$ cat src/design/mssd_pkg.sv
`default_nettype none

package mssd_pkg;

   // Field widths
   localparam int PixelBits = 8;
   localparam int CoordBits = 12;
   localparam int ErrBits   = 26;
   // Sum of three 8-bit squared differences: at most 3 * 255 * 255
   localparam int IncBits   = 18;

   localparam logic [ErrBits-1:0] ErrAllOnes = {ErrBits{1'b1}};

   // One pixel pair as it arrives on the request channel
   typedef struct packed {
      logic [PixelBits-1:0] tgt_red;
      logic [PixelBits-1:0] tgt_green;
      logic [PixelBits-1:0] tgt_blue;
      logic                 tgt_hole;
      logic [PixelBits-1:0] cand_red;
      logic [PixelBits-1:0] cand_green;
      logic [PixelBits-1:0] cand_blue;
      logic                 cand_hole;
      logic [CoordBits-1:0] win_x;
      logic [CoordBits-1:0] win_y;
      logic                 last_in_window;
      logic                 last_window;
   } pixel_pair_type;

   // A pixel pair reduced to its masked error contribution
   typedef struct packed {
      logic [IncBits-1:0]   err_inc;
      logic                 cand_hole;
      logic [CoordBits-1:0] win_x;
      logic [CoordBits-1:0] win_y;
      logic                 end_win;
      logic                 end_all;
   } pair_error_type;

endpackage

`default_nettype wire

$ cat src/design/mssd_if.sv
`default_nettype none

// Request channel: one pixel pair per transfer
interface mssd_req_if
   import mssd_pkg::*;
();
   logic                 valid;
   logic                 ready;
   logic [PixelBits-1:0] tgt_red;
   logic [PixelBits-1:0] tgt_green;
   logic [PixelBits-1:0] tgt_blue;
   logic                 tgt_hole;
   logic [PixelBits-1:0] cand_red;
   logic [PixelBits-1:0] cand_green;
   logic [PixelBits-1:0] cand_blue;
   logic                 cand_hole;
   logic [CoordBits-1:0] win_x;
   logic [CoordBits-1:0] win_y;
   logic                 last_in_window;
   logic                 last_window;

   modport source (
      output valid, tgt_red, tgt_green, tgt_blue, tgt_hole,
             cand_red, cand_green, cand_blue, cand_hole,
             win_x, win_y, last_in_window, last_window,
      input  ready
   );
   modport sink (
      input  valid, tgt_red, tgt_green, tgt_blue, tgt_hole,
             cand_red, cand_green, cand_blue, cand_hole,
             win_x, win_y, last_in_window, last_window,
      output ready
   );
endinterface

// Result channel: best window of one search
interface mssd_rsp_if
   import mssd_pkg::*;
();
   logic                 valid;
   logic                 ready;
   logic [CoordBits-1:0] best_x;
   logic [CoordBits-1:0] best_y;
   logic [ErrBits-1:0]   best_error;
   logic                 found;

   modport source (
      output valid, best_x, best_y, best_error, found,
      input  ready
   );
   modport sink (
      input  valid, best_x, best_y, best_error, found,
      output ready
   );
endinterface

`default_nettype wire

$ cat src/design/mssd_sqdiff.sv
`default_nettype none

// Squared RGB difference of one pixel pair, registered
module mssd_sqdiff
   import mssd_pkg::*;
(
   input  wire logic           clock,
   input  wire logic           reset,
   input  wire logic           advance,
   input  wire logic           pair_valid,
   input  wire pixel_pair_type pair,
   output logic                err_valid,
   output pair_error_type      err
);

   logic           valid_ff;
   pair_error_type err_ff;
   pair_error_type err_in;

   logic [PixelBits-1:0]   diff_r, diff_g, diff_b;
   logic [2*PixelBits-1:0] sq_r, sq_g, sq_b;
   logic [IncBits-1:0]     sum_sq;

   // absolute differences, then three independent squares
   always_comb begin
      diff_r = (pair.tgt_red   >= pair.cand_red)   ? pair.tgt_red   - pair.cand_red
                                                   : pair.cand_red  - pair.tgt_red;
      diff_g = (pair.tgt_green >= pair.cand_green) ? pair.tgt_green - pair.cand_green
                                                   : pair.cand_green - pair.tgt_green;
      diff_b = (pair.tgt_blue  >= pair.cand_blue)  ? pair.tgt_blue  - pair.cand_blue
                                                   : pair.cand_blue - pair.tgt_blue;
      sq_r   = diff_r * diff_r;
      sq_g   = diff_g * diff_g;
      sq_b   = diff_b * diff_b;
      sum_sq = IncBits'(sq_r) + IncBits'(sq_g) + IncBits'(sq_b);
   end

   // target holes contribute nothing; last_window also closes the window
   always_comb begin
      err_in.err_inc   = pair.tgt_hole ? '0 : sum_sq;
      err_in.cand_hole = pair.cand_hole;
      err_in.win_x     = pair.win_x;
      err_in.win_y     = pair.win_y;
      err_in.end_win   = pair.last_in_window | pair.last_window;
      err_in.end_all   = pair.last_window;
   end

   always_ff @(posedge clock) begin
      if (reset) begin
         valid_ff <= 1'b0;
      end else if (advance) begin
         valid_ff <= pair_valid;
      end
   end

   always_ff @(posedge clock) begin
      if (advance) begin
         err_ff <= err_in;
      end
   end

   assign err_valid = valid_ff;
   assign err       = err_ff;

endmodule

`default_nettype wire

$ cat src/design/masked_ssd_patch_match_core.sv
`default_nettype none

// Masked SSD block matcher. Each request carries one target/candidate pixel
// pair; the core sums squared RGB differences over non-hole target pixels per
// window, drops windows holding any candidate hole, and keeps the first window
// with the strictly smallest error (sums saturate at 2^26-1). A request with
// last_window set closes the search and yields one response with the best
// position, its error and a found flag, after which the search state clears.
// Throughput is one request per clock unless the pipeline holds; a request
// passes an input register, the squared-difference register and the
// accumulate/compare stage into the response register. The whole pipeline
// holds only while a finished response waits in the output register, the
// receiver is not ready, and another search end reaches the accumulate stage.
module masked_ssd_patch_match_core
   import mssd_pkg::*;
(
   input  wire logic clock,
   input  wire logic reset,
   mssd_req_if.sink  req_chan,
   mssd_rsp_if.source rsp_chan
);

   logic           advance;
   logic           in_valid_ff;
   pixel_pair_type in_pair_ff;
   pixel_pair_type in_pair_in;
   logic           err_valid;
   pair_error_type err;

   // search state
   logic [ErrBits-1:0]   run_err_ff, run_err_in;
   logic                 rejected_ff, rejected_in;
   logic [ErrBits-1:0]   best_err_ff, best_err_in;
   logic [CoordBits-1:0] best_x_ff, best_x_in;
   logic [CoordBits-1:0] best_y_ff, best_y_in;
   logic                 found_ff, found_in;

   // output register
   logic                 rsp_valid_ff, rsp_valid_in;
   logic [CoordBits-1:0] rsp_x_ff, rsp_y_ff;
   logic [ErrBits-1:0]   rsp_err_ff;
   logic                 rsp_found_ff;

   logic [ErrBits:0]     acc_sum;
   logic [ErrBits-1:0]   acc_sat;
   logic                 win_rej;
   logic                 take;
   logic                 emit;

   // pipeline moves unless a search end meets a full output register not being read
   assign advance = !(err_valid && err.end_all && rsp_valid_ff && !rsp_chan.ready);
   assign req_chan.ready = advance;

   always_comb begin
      in_pair_in.tgt_red        = req_chan.tgt_red;
      in_pair_in.tgt_green      = req_chan.tgt_green;
      in_pair_in.tgt_blue       = req_chan.tgt_blue;
      in_pair_in.tgt_hole       = req_chan.tgt_hole;
      in_pair_in.cand_red       = req_chan.cand_red;
      in_pair_in.cand_green     = req_chan.cand_green;
      in_pair_in.cand_blue      = req_chan.cand_blue;
      in_pair_in.cand_hole      = req_chan.cand_hole;
      in_pair_in.win_x          = req_chan.win_x;
      in_pair_in.win_y          = req_chan.win_y;
      in_pair_in.last_in_window = req_chan.last_in_window;
      in_pair_in.last_window    = req_chan.last_window;
   end

   // input register
   always_ff @(posedge clock) begin
      if (reset) begin
         in_valid_ff <= 1'b0;
      end else if (advance) begin
         in_valid_ff <= req_chan.valid;
      end
   end

   always_ff @(posedge clock) begin
      if (advance) begin
         in_pair_ff <= in_pair_in;
      end
   end

   mssd_sqdiff u_sqdiff (
      .clock      (clock),
      .reset      (reset),
      .advance    (advance),
      .pair_valid (in_valid_ff),
      .pair       (in_pair_ff),
      .err_valid  (err_valid),
      .err        (err)
   );

   // accumulate, score the window at its end, emit at the search end
   always_comb begin
      acc_sum = {1'b0, run_err_ff} + (ErrBits + 1)'(err.err_inc);
      acc_sat = acc_sum[ErrBits] ? ErrAllOnes : acc_sum[ErrBits-1:0];
      win_rej = rejected_ff | err.cand_hole;
      take    = err.end_win && !win_rej && (!found_ff || acc_sat < best_err_ff);
      emit    = err_valid && advance && err.end_all;

      run_err_in  = run_err_ff;
      rejected_in = rejected_ff;
      best_err_in = best_err_ff;
      best_x_in   = best_x_ff;
      best_y_in   = best_y_ff;
      found_in    = found_ff;

      if (err_valid && advance) begin
         if (take) begin
            best_err_in = acc_sat;
            best_x_in   = err.win_x;
            best_y_in   = err.win_y;
            found_in    = 1'b1;
         end
         if (err.end_win) begin
            run_err_in  = '0;
            rejected_in = 1'b0;
         end else begin
            run_err_in  = acc_sat;
            rejected_in = win_rej;
         end
      end
   end

   always_ff @(posedge clock) begin
      if (reset || emit) begin
         run_err_ff  <= '0;
         rejected_ff <= 1'b0;
         best_err_ff <= ErrAllOnes;
         best_x_ff   <= '0;
         best_y_ff   <= '0;
         found_ff    <= 1'b0;
      end else begin
         run_err_ff  <= run_err_in;
         rejected_ff <= rejected_in;
         best_err_ff <= best_err_in;
         best_x_ff   <= best_x_in;
         best_y_ff   <= best_y_in;
         found_ff    <= found_in;
      end
   end

   // response register
   always_comb begin
      rsp_valid_in = rsp_valid_ff;
      if (rsp_chan.ready) begin
         rsp_valid_in = 1'b0;
      end
      if (emit) begin
         rsp_valid_in = 1'b1;
      end
   end

   always_ff @(posedge clock) begin
      if (reset) begin
         rsp_valid_ff <= 1'b0;
      end else begin
         rsp_valid_ff <= rsp_valid_in;
      end
   end

   always_ff @(posedge clock) begin
      if (emit) begin
         rsp_x_ff     <= best_x_in;
         rsp_y_ff     <= best_y_in;
         rsp_err_ff   <= best_err_in;
         rsp_found_ff <= found_in;
      end
   end

   assign rsp_chan.valid      = rsp_valid_ff;
   assign rsp_chan.best_x     = rsp_x_ff;
   assign rsp_chan.best_y     = rsp_y_ff;
   assign rsp_chan.best_error = rsp_err_ff;
   assign rsp_chan.found      = rsp_found_ff;

endmodule

`default_nettype wire

$ cat src/flat_wrapper.sv
// flat-port wrapper written by rule: the top's interface ports become plain ports
module masked_ssd_patch_match_core_flat import mssd_pkg::*;
  (clock, reset, req_chan_valid, req_chan_tgt_red, req_chan_tgt_green, req_chan_tgt_blue, req_chan_tgt_hole, req_chan_cand_red, req_chan_cand_green, req_chan_cand_blue, req_chan_cand_hole, req_chan_win_x, req_chan_win_y, req_chan_last_in_window, req_chan_last_window, req_chan_ready, rsp_chan_valid, rsp_chan_best_x, rsp_chan_best_y, rsp_chan_best_error, rsp_chan_found, rsp_chan_ready);
  mssd_req_if req_chan_i ();
  mssd_rsp_if rsp_chan_i ();
  input  wire logic clock;
  input  wire logic reset;
  input wire logic [$bits(req_chan_i.valid)-1:0] req_chan_valid;
  input wire logic [$bits(req_chan_i.tgt_red)-1:0] req_chan_tgt_red;
  input wire logic [$bits(req_chan_i.tgt_green)-1:0] req_chan_tgt_green;
  input wire logic [$bits(req_chan_i.tgt_blue)-1:0] req_chan_tgt_blue;
  input wire logic [$bits(req_chan_i.tgt_hole)-1:0] req_chan_tgt_hole;
  input wire logic [$bits(req_chan_i.cand_red)-1:0] req_chan_cand_red;
  input wire logic [$bits(req_chan_i.cand_green)-1:0] req_chan_cand_green;
  input wire logic [$bits(req_chan_i.cand_blue)-1:0] req_chan_cand_blue;
  input wire logic [$bits(req_chan_i.cand_hole)-1:0] req_chan_cand_hole;
  input wire logic [$bits(req_chan_i.win_x)-1:0] req_chan_win_x;
  input wire logic [$bits(req_chan_i.win_y)-1:0] req_chan_win_y;
  input wire logic [$bits(req_chan_i.last_in_window)-1:0] req_chan_last_in_window;
  input wire logic [$bits(req_chan_i.last_window)-1:0] req_chan_last_window;
  output wire logic [$bits(req_chan_i.ready)-1:0] req_chan_ready;
  output wire logic [$bits(rsp_chan_i.valid)-1:0] rsp_chan_valid;
  output wire logic [$bits(rsp_chan_i.best_x)-1:0] rsp_chan_best_x;
  output wire logic [$bits(rsp_chan_i.best_y)-1:0] rsp_chan_best_y;
  output wire logic [$bits(rsp_chan_i.best_error)-1:0] rsp_chan_best_error;
  output wire logic [$bits(rsp_chan_i.found)-1:0] rsp_chan_found;
  input wire logic [$bits(rsp_chan_i.ready)-1:0] rsp_chan_ready;
  assign req_chan_i.valid = req_chan_valid;
  assign req_chan_i.tgt_red = req_chan_tgt_red;
  assign req_chan_i.tgt_green = req_chan_tgt_green;
  assign req_chan_i.tgt_blue = req_chan_tgt_blue;
  assign req_chan_i.tgt_hole = req_chan_tgt_hole;
  assign req_chan_i.cand_red = req_chan_cand_red;
  assign req_chan_i.cand_green = req_chan_cand_green;
  assign req_chan_i.cand_blue = req_chan_cand_blue;
  assign req_chan_i.cand_hole = req_chan_cand_hole;
  assign req_chan_i.win_x = req_chan_win_x;
  assign req_chan_i.win_y = req_chan_win_y;
  assign req_chan_i.last_in_window = req_chan_last_in_window;
  assign req_chan_i.last_window = req_chan_last_window;
  assign req_chan_ready = req_chan_i.ready;
  assign rsp_chan_valid = rsp_chan_i.valid;
  assign rsp_chan_best_x = rsp_chan_i.best_x;
  assign rsp_chan_best_y = rsp_chan_i.best_y;
  assign rsp_chan_best_error = rsp_chan_i.best_error;
  assign rsp_chan_found = rsp_chan_i.found;
  assign rsp_chan_i.ready = rsp_chan_ready;
  masked_ssd_patch_match_core u_core (.clock(clock), .reset(reset), .req_chan(req_chan_i), .rsp_chan(rsp_chan_i));
endmodule
$ cat config.mk
export PLATFORM = sky130hd
export DESIGN_NAME = masked_ssd_patch_match_core_flat
export DESIGN_NICKNAME = d
export VERILOG_FILES = /design/src/design/mssd_pkg.sv /design/src/design/mssd_if.sv /design/src/design/mssd_sqdiff.sv /design/src/design/masked_ssd_patch_match_core.sv /design/src/flat_wrapper.sv
export SDC_FILE = /design/constraint.sdc
export NUM_CORES = 1
export LEC_CHECK = 0
export BUFFER_PORTS_ARGS = -buffer_cell sky130_fd_sc_hd__buf_2
export CORE_ASPECT_RATIO = 0.7
export CORE_UTILIZATION = 42
export CTS_CLUSTER_SIZE = 12
export DETAILED_ROUTE_END_ITERATION = 8
export PLACE_DENSITY = 0.6
export SYNTH_ARGS = -nofsm -noshare
export SYNTH_HDL_FRONTEND = slang
export SYNTH_SLANG_ARGS = --single-unit
export TNS_END_PERCENT = 10
$ cat constraint.sdc
create_clock -name clock -period 7.8 [get_ports clock]
set_input_delay 1.17 -clock clock [delete_from_list [all_inputs] [get_ports clock]]
set_output_delay 1.17 -clock clock [all_outputs]
set_load 0.1 [all_outputs]
Word-level counts from Yosys, hierarchy flattened:

Index checks and enable logic that the tools add are counted.

* add/subtract/negate cells: 9
* mux-type cells: 16
* $mul: 3
* magnitude comparators: 4
* bitwise gates (word level): 2
* reduce and logical (&&, ||, !) cells: 14

Operator list (count)
* $mux 26: 4
* $mul 8x8->16: 3
* $mux 12: 4
* $sub 8x8->8: 6
* $add 26x18->27: 1
* $lt 26x26->1: 1
* $ge 8x8->1: 3
* $mux 8: 3
* $add 17x16->18: 1
* $add 16x16->17: 1
* $logic_and 1x1->1: 7
* $mux 1: 5
* $logic_not 1->1: 4
* $logic_or 1x1->1: 2
* $or 1x1->1: 2
* $reduce_bool 2->1: 1

* bits of input ports: 80
* register bits: 253
* output and inout bits: 53
* logic and storage cells: 79

Longest topological paths before layout:

* depth in word-level cells: 7
* depth in mapped cells: 34
* mapped depth without buffers: 34

Modules after synthesis:

Synthesis repeated with hierarchy kept, for this count alone.

* cell total of the unflattened synthesis: 1724
* area, all modules: 18337.6 um^2

Modules (own cells, without submodules)
* masked_ssd_patch_match_core: times used 1, cells an instance 774, seq. area each 5415.2 um^2, area an instance 9225.1 um^2
* mssd_sqdiff: times used 1, cells an instance 950, seq. area each 1371.3 um^2, area an instance 9112.5 um^2

Worst setup path after synthesis:

No wires, ideal clock.

* kind: register -> register
* start point: register u_core.in_pair_ff[52] in the netlist's numbering
* end point: register u_core.u_sqdiff.err_ff (netlist bit u_core.u_sqdiff.err[44]), data pin
* required time: 7.536 ns
* arrival time: 8.123 ns
* buffers on the path: 0
* setup slack: -0.588 ns
* stages on the path, launching flop included: 31
* period minus slack after synthesis: 8.388 ns
* setup time: 0.264 ns
* cells stage by stage: edfxtp_1 > inv_1 > ha_1 > inv_1 > fa_1 > a21o_1 > a2111o_1 > a31oi_4 > mux2_2 > o21bai_1 > a21oi_1 > xnor2_1 > nand2_1 > fa_1 > fa_1 > fa_1 > inv_1 > fa_1 > fa_1 > inv_1 > fa_1 > fa_1 > inv_1 > ha_1 > o21a_1 > o21ai_0 > a211oi_1 > nor3_1 > o31ai_1 > xnor2_1 > nor2_1

* longest elaborated chain between the ends: 4
* elaborated cells on any way between the ends: 6
* those cells by class: add/sub (3); mul (1); order compare (1); mux (1)

RTL lines
* start, declared: RTL line masked_ssd_patch_match_core.sv:25 `pixel_pair_type in_pair_ff;`
* start signal, assigned: RTL line masked_ssd_patch_match_core.sv:80 `in_pair_ff <= in_pair_in;`
* $sub 8x8->8 (tied with other cells): RTL line mssd_sqdiff.sv:31 `: pair.cand_blue - pair.tgt_blue;`
* $mux 8 (*): RTL line mssd_sqdiff.sv:30 `diff_b = (pair.tgt_blue >= pair.cand_blue) ? pair.tgt_blue - pair.cand_blue`
* $mul 8x8->16 (*): RTL line mssd_sqdiff.sv:34 `sq_b = diff_b * diff_b;`
* $add 17x16->18 (*): RTL line mssd_sqdiff.sv:35 `sum_sq = IncBits'(sq_r) + IncBits'(sq_g) + IncBits'(sq_b);`
* end signal, assigned: RTL line mssd_sqdiff.sv:58 `err_ff <= err_in;`
* end, declared: RTL line mssd_sqdiff.sv:17 `pair_error_type err_ff;`

Mark *: on every way between the ends. The rest lies on a longest branch, timed or not.
A chain may end at the register's enable or synchronous reset.

Worst setup path after layout:

* start point: register u_core.in_pair_ff[68] in the netlist's numbering
* end point: register u_core.u_sqdiff.err_ff (netlist bit u_core.u_sqdiff.err[43]), data pin

* longest elaborated chain between the ends: 5
* elaborated cells on any way between the ends: 7
* those cells by class: add/sub (4); mul (1); order compare (1); mux (1)

RTL lines
* $sub 8x8->8 (tied with other cells): RTL line mssd_sqdiff.sv:27 `: pair.cand_red - pair.tgt_red;`
* $mux 8 (*): RTL line mssd_sqdiff.sv:26 `diff_r = (pair.tgt_red >= pair.cand_red) ? pair.tgt_red - pair.cand_red`
* $mul 8x8->16 (*): RTL line mssd_sqdiff.sv:32 `sq_r = diff_r * diff_r;`
* $add 16x16->17 (*): RTL line mssd_sqdiff.sv:35
* $add 17x16->18 (*): RTL line mssd_sqdiff.sv:35

Marks and branches as above.

==> run_results.csv <==
group,metric,value,unit
cts,root_buffer,"clkbuf_16",
timing,rsz0062_at_grt,"yes",
place,globalplace.congestion,0.858,
cts,cts_buffer_depth,3,
route,vias,11852,
cts,clock-sinks,253,
critical_path,crit_slowest_cell,"fa_1",
route,drt_first_pass_iters,9,
yosys,avgSynthCellArea,11.2,sq um
critical_path,path_max_fanout,5,
timing,fmax,123,MHz
grt,track_usage,17.4,%
cts,cts_max_level,1,
yosys,synth-main-ff-cell,"edfxtp_1",
cts,clock_latency,580,ps
place,post-place-ws,-412,ps
timing,worst_clock_skew,21.3,ps
die,die_width,247,um
route,drt-total-wl,36.3,mm
critical_path,cp.arrival,8470,ps
final_layout,drive_gt1_share,23.9,%
flow_run,maxCapViolCount,0,
die,pin_count,133,
timing,slew-limit-headroom,31.9,%
timing,finalSetupViolations,9,
critical_path,crit_start,"u_core.in_pair_ff[68]",
hold_path,hp-class,"register to register",
route,drc_errors,13,
cts,clk_pin_slew_worst_paths,60,ps
critical_path,critical_path.max_stage_delay,540,ps
critical_path,startpoint_type,"register",
cts,ctsHoldBuffers,0,
grt,grt_start_max_net_pins,98,
place,post-dp-hpwl,28.6,mm
final_layout,fin_nets,2234,
grt,grt-ovfl-total,0,
critical_path,worstReg2RegStart,"u_core.in_pair_ff[68]",
timing,finalWorstSetupSlack,-358,ps
yosys,yosysUniqueCellTypes,73,
cts,cts_tree,"done",
yosys,syn_nets,1961,
hold_path,hold_start,"u_core.in_pair_ff[10]",
critical_path,critical_path_class,"register to register",
yosys,netlist_area,17700,sq um
yosys,synth.yosys.warnings,0,
yosys,ys_ff_latch,253,
final_layout,diodes,0,
timing,tns,-2450,ps
die,num_rows,62,
critical_path,crit_top_cell,"fa_1",
final_layout,areaGrowthSynthToFinish,19.3,%
die,chipHeight,174,um
cts,numCtsBuffers,28,
yosys,synthCells,1575,
die,start_util,42.8,%
timing,drv_slew,0,
timing,period_minus_slack,8160,ps
outcome,violations,"DRC, setup timing",
grt,antenna_found_initial,0,
die,core_area,41300,sq um
yosys,synth-edff-count,172,
route,initialDrtViolationCount,652,
die,die_area,42900,sq um
critical_path,required,8110,ps
timing,worst_slew_pin_slew,1010,ps
grt,first_global_vias,11964,
yosys,async_reset_ff_share,0,%
timing,final_hold_viol_count,0,
route,wire_per_inst,15.0,um
route,ant_nets,0,
critical_path,end_kind,"register",
place,port_buffers,132,
yosys,yosysSeqAreaShare,38.4,%
outcome,status,"finished, violations left",
timing,finalCritPeriodShare,105,%
route,vias_per_cell,4.91,
grt,grt_pass1_wl,60.7,mm
==> cell usage after synthesis, drive strengths merged, types with 10 or more instances <==
cell type | number | area [sq um]
clkbuf | 23 | 86.3
buf | 17 | 139
nor3 | 26 | 130
a211oi | 15 | 123
nor2b | 14 | 95.1
a31oi | 16 | 115
xnor2 | 25 | 234
edfxtp | 172 | 5160
mux2 | 57 | 773
a21oi | 65 | 329
dfxtp | 81 | 1620
or3 | 10 | 62.6
fa | 140 | 2800
and2 | 34 | 213
mux2i | 18 | 180
nand4 | 10 | 77.6
or2 | 12 | 75.1
inv | 266 | 998
a21o | 25 | 188
ha | 166 | 2080
a22oi | 19 | 143
o21a | 13 | 97.6
nand3 | 11 | 55.1
nand2b | 41 | 257
nand2 | 56 | 210
xor2 | 18 | 158
o21ai | 35 | 190
nor2 | 120 | 450
==> metrics by stage <==
step	std cells	area (sq um)	hold slack, ps	util [%]
finish	2414	21100	418	51.1
global placement	2360	20000	400	48.6
global route	2414	21100	424	51.1
detailed placement	2360	20000	405	48.6
floorplan	1575	17800	400	-
CTS	2412	21000	419	50.9
==> critical path, delay by kind of cell, from the launching register on <==
| family | cells | cell delay [ps] |
|---|---|---|
| fa+ha+maj | 10 | 4200 |
| compound gates | 8 | 1730 |
| mux | 2 | 670 |
| simple gates | 3 | 430 |
| flops | 1 | 390 |
| buf+inv | 5 | 340 |
| xor+xnor | 1 | 140 |
==> layer usage <==
metal | wire [um] | vias up | GRT usage [%] | share of wire [%]
li1 | - | 5857 | - | -
met1 | 18900 | 5771 | 26.8 | 52
met2 | 15400 | 195 | 26.0 | 42
met3 | 1630 | 29 | 2.96 | 4.5
met4 | 428 | 0 | 2.62 | 1.2
met5 | 0 | - | 0 | 0
==> flip-flops by register name (all words and copies together) (netlist names), 12 cells and up <==
signal	flops
u_core.in_pair_ff	76
u_core.rsp_chan.best_x	12
u_core.u_sqdiff.err	45
u_core.best_err_ff	26
u_core.best_x_ff	12
u_core.rsp_chan.best_error	26
u_core.run_err_ff	26
u_core.rsp_chan.best_y	12
u_core.best_y_ff	12
==> cell usage in the layout (no fill, tap or decap), types with 7 or more instances in the layout <==
master     Yosys  final
a31oi_1       15     14
edfxtp_1     172    172
or3_1         10     10
nor2b_1       13     12
mux2i_1       18     15
mux2_2        22     21
and3_1         9      9
a21oi_1       64     58
nand4_1        9      9
ha_1         166    161
o21a_1        13     13
mux2_4        35     36
clkbuf_1      23     13
xnor2_1       23     21
nand3_1       11     10
nand2_1       56     55
nor3_1        26     22
and2_1        34     34
xor2_1        18     18
buf_4          4    149
a22oi_1       19     19
buf_2          6    132
o211ai_1       7      7
inv_1        266    265
clkbuf_16      0     28
a21o_1        25     25
nand2b_1      41     40
o21ai_0       30     29
dfxtp_1       81     81
or2_2         12     12
fa_1         140    137
a211oi_1      13     12
nor2_1       120    116
==> kinds of logic after synthesis <==
group           count (synthesis)  share of synthesized area (%)
mux                            75                           5.40
fa+ha+maj                     306                           27.6
flops                         253                           38.4
xor+xnor                       43                           2.22
compound gates                233                           9.18
buf+inv                       306                           6.93
simple gates                  359                           10.3
==> path summary, 6_finish.rpt <==
path,slack [ps],end,cells after the start
worst max-delay path,-360,u_core.u_sqdiff.err[43],29
worst min-delay path,420,u_core.u_sqdiff.err[10],0
worst max register to register,-360,u_core.u_sqdiff.err[43],29
worst min register to register,420,u_core.u_sqdiff.err[10],0
==> final cells by class <==
type | count | area [sq um]
clock buffer | 41 | 749
clock inverter | 11 | 166
fill | 3752 | 20200
inverter | 266 | 998
multi-input combinational | 1016 | 9900
sequential | 253 | 6790
tap | 544 | 681
timing repair buffer | 283 | 1810
==> what timing repair did <==
action / 4_1_cts / 5_1_grt
setup endpoints to repair: 10 / 12
gates resized for setup: 11 / 13
pin swaps: 5 / 11
setup buffers: 0 / 2
Power is not shown: default switching activity piles up to over one toggle a cycle in this logic, so the estimate is an artifact.
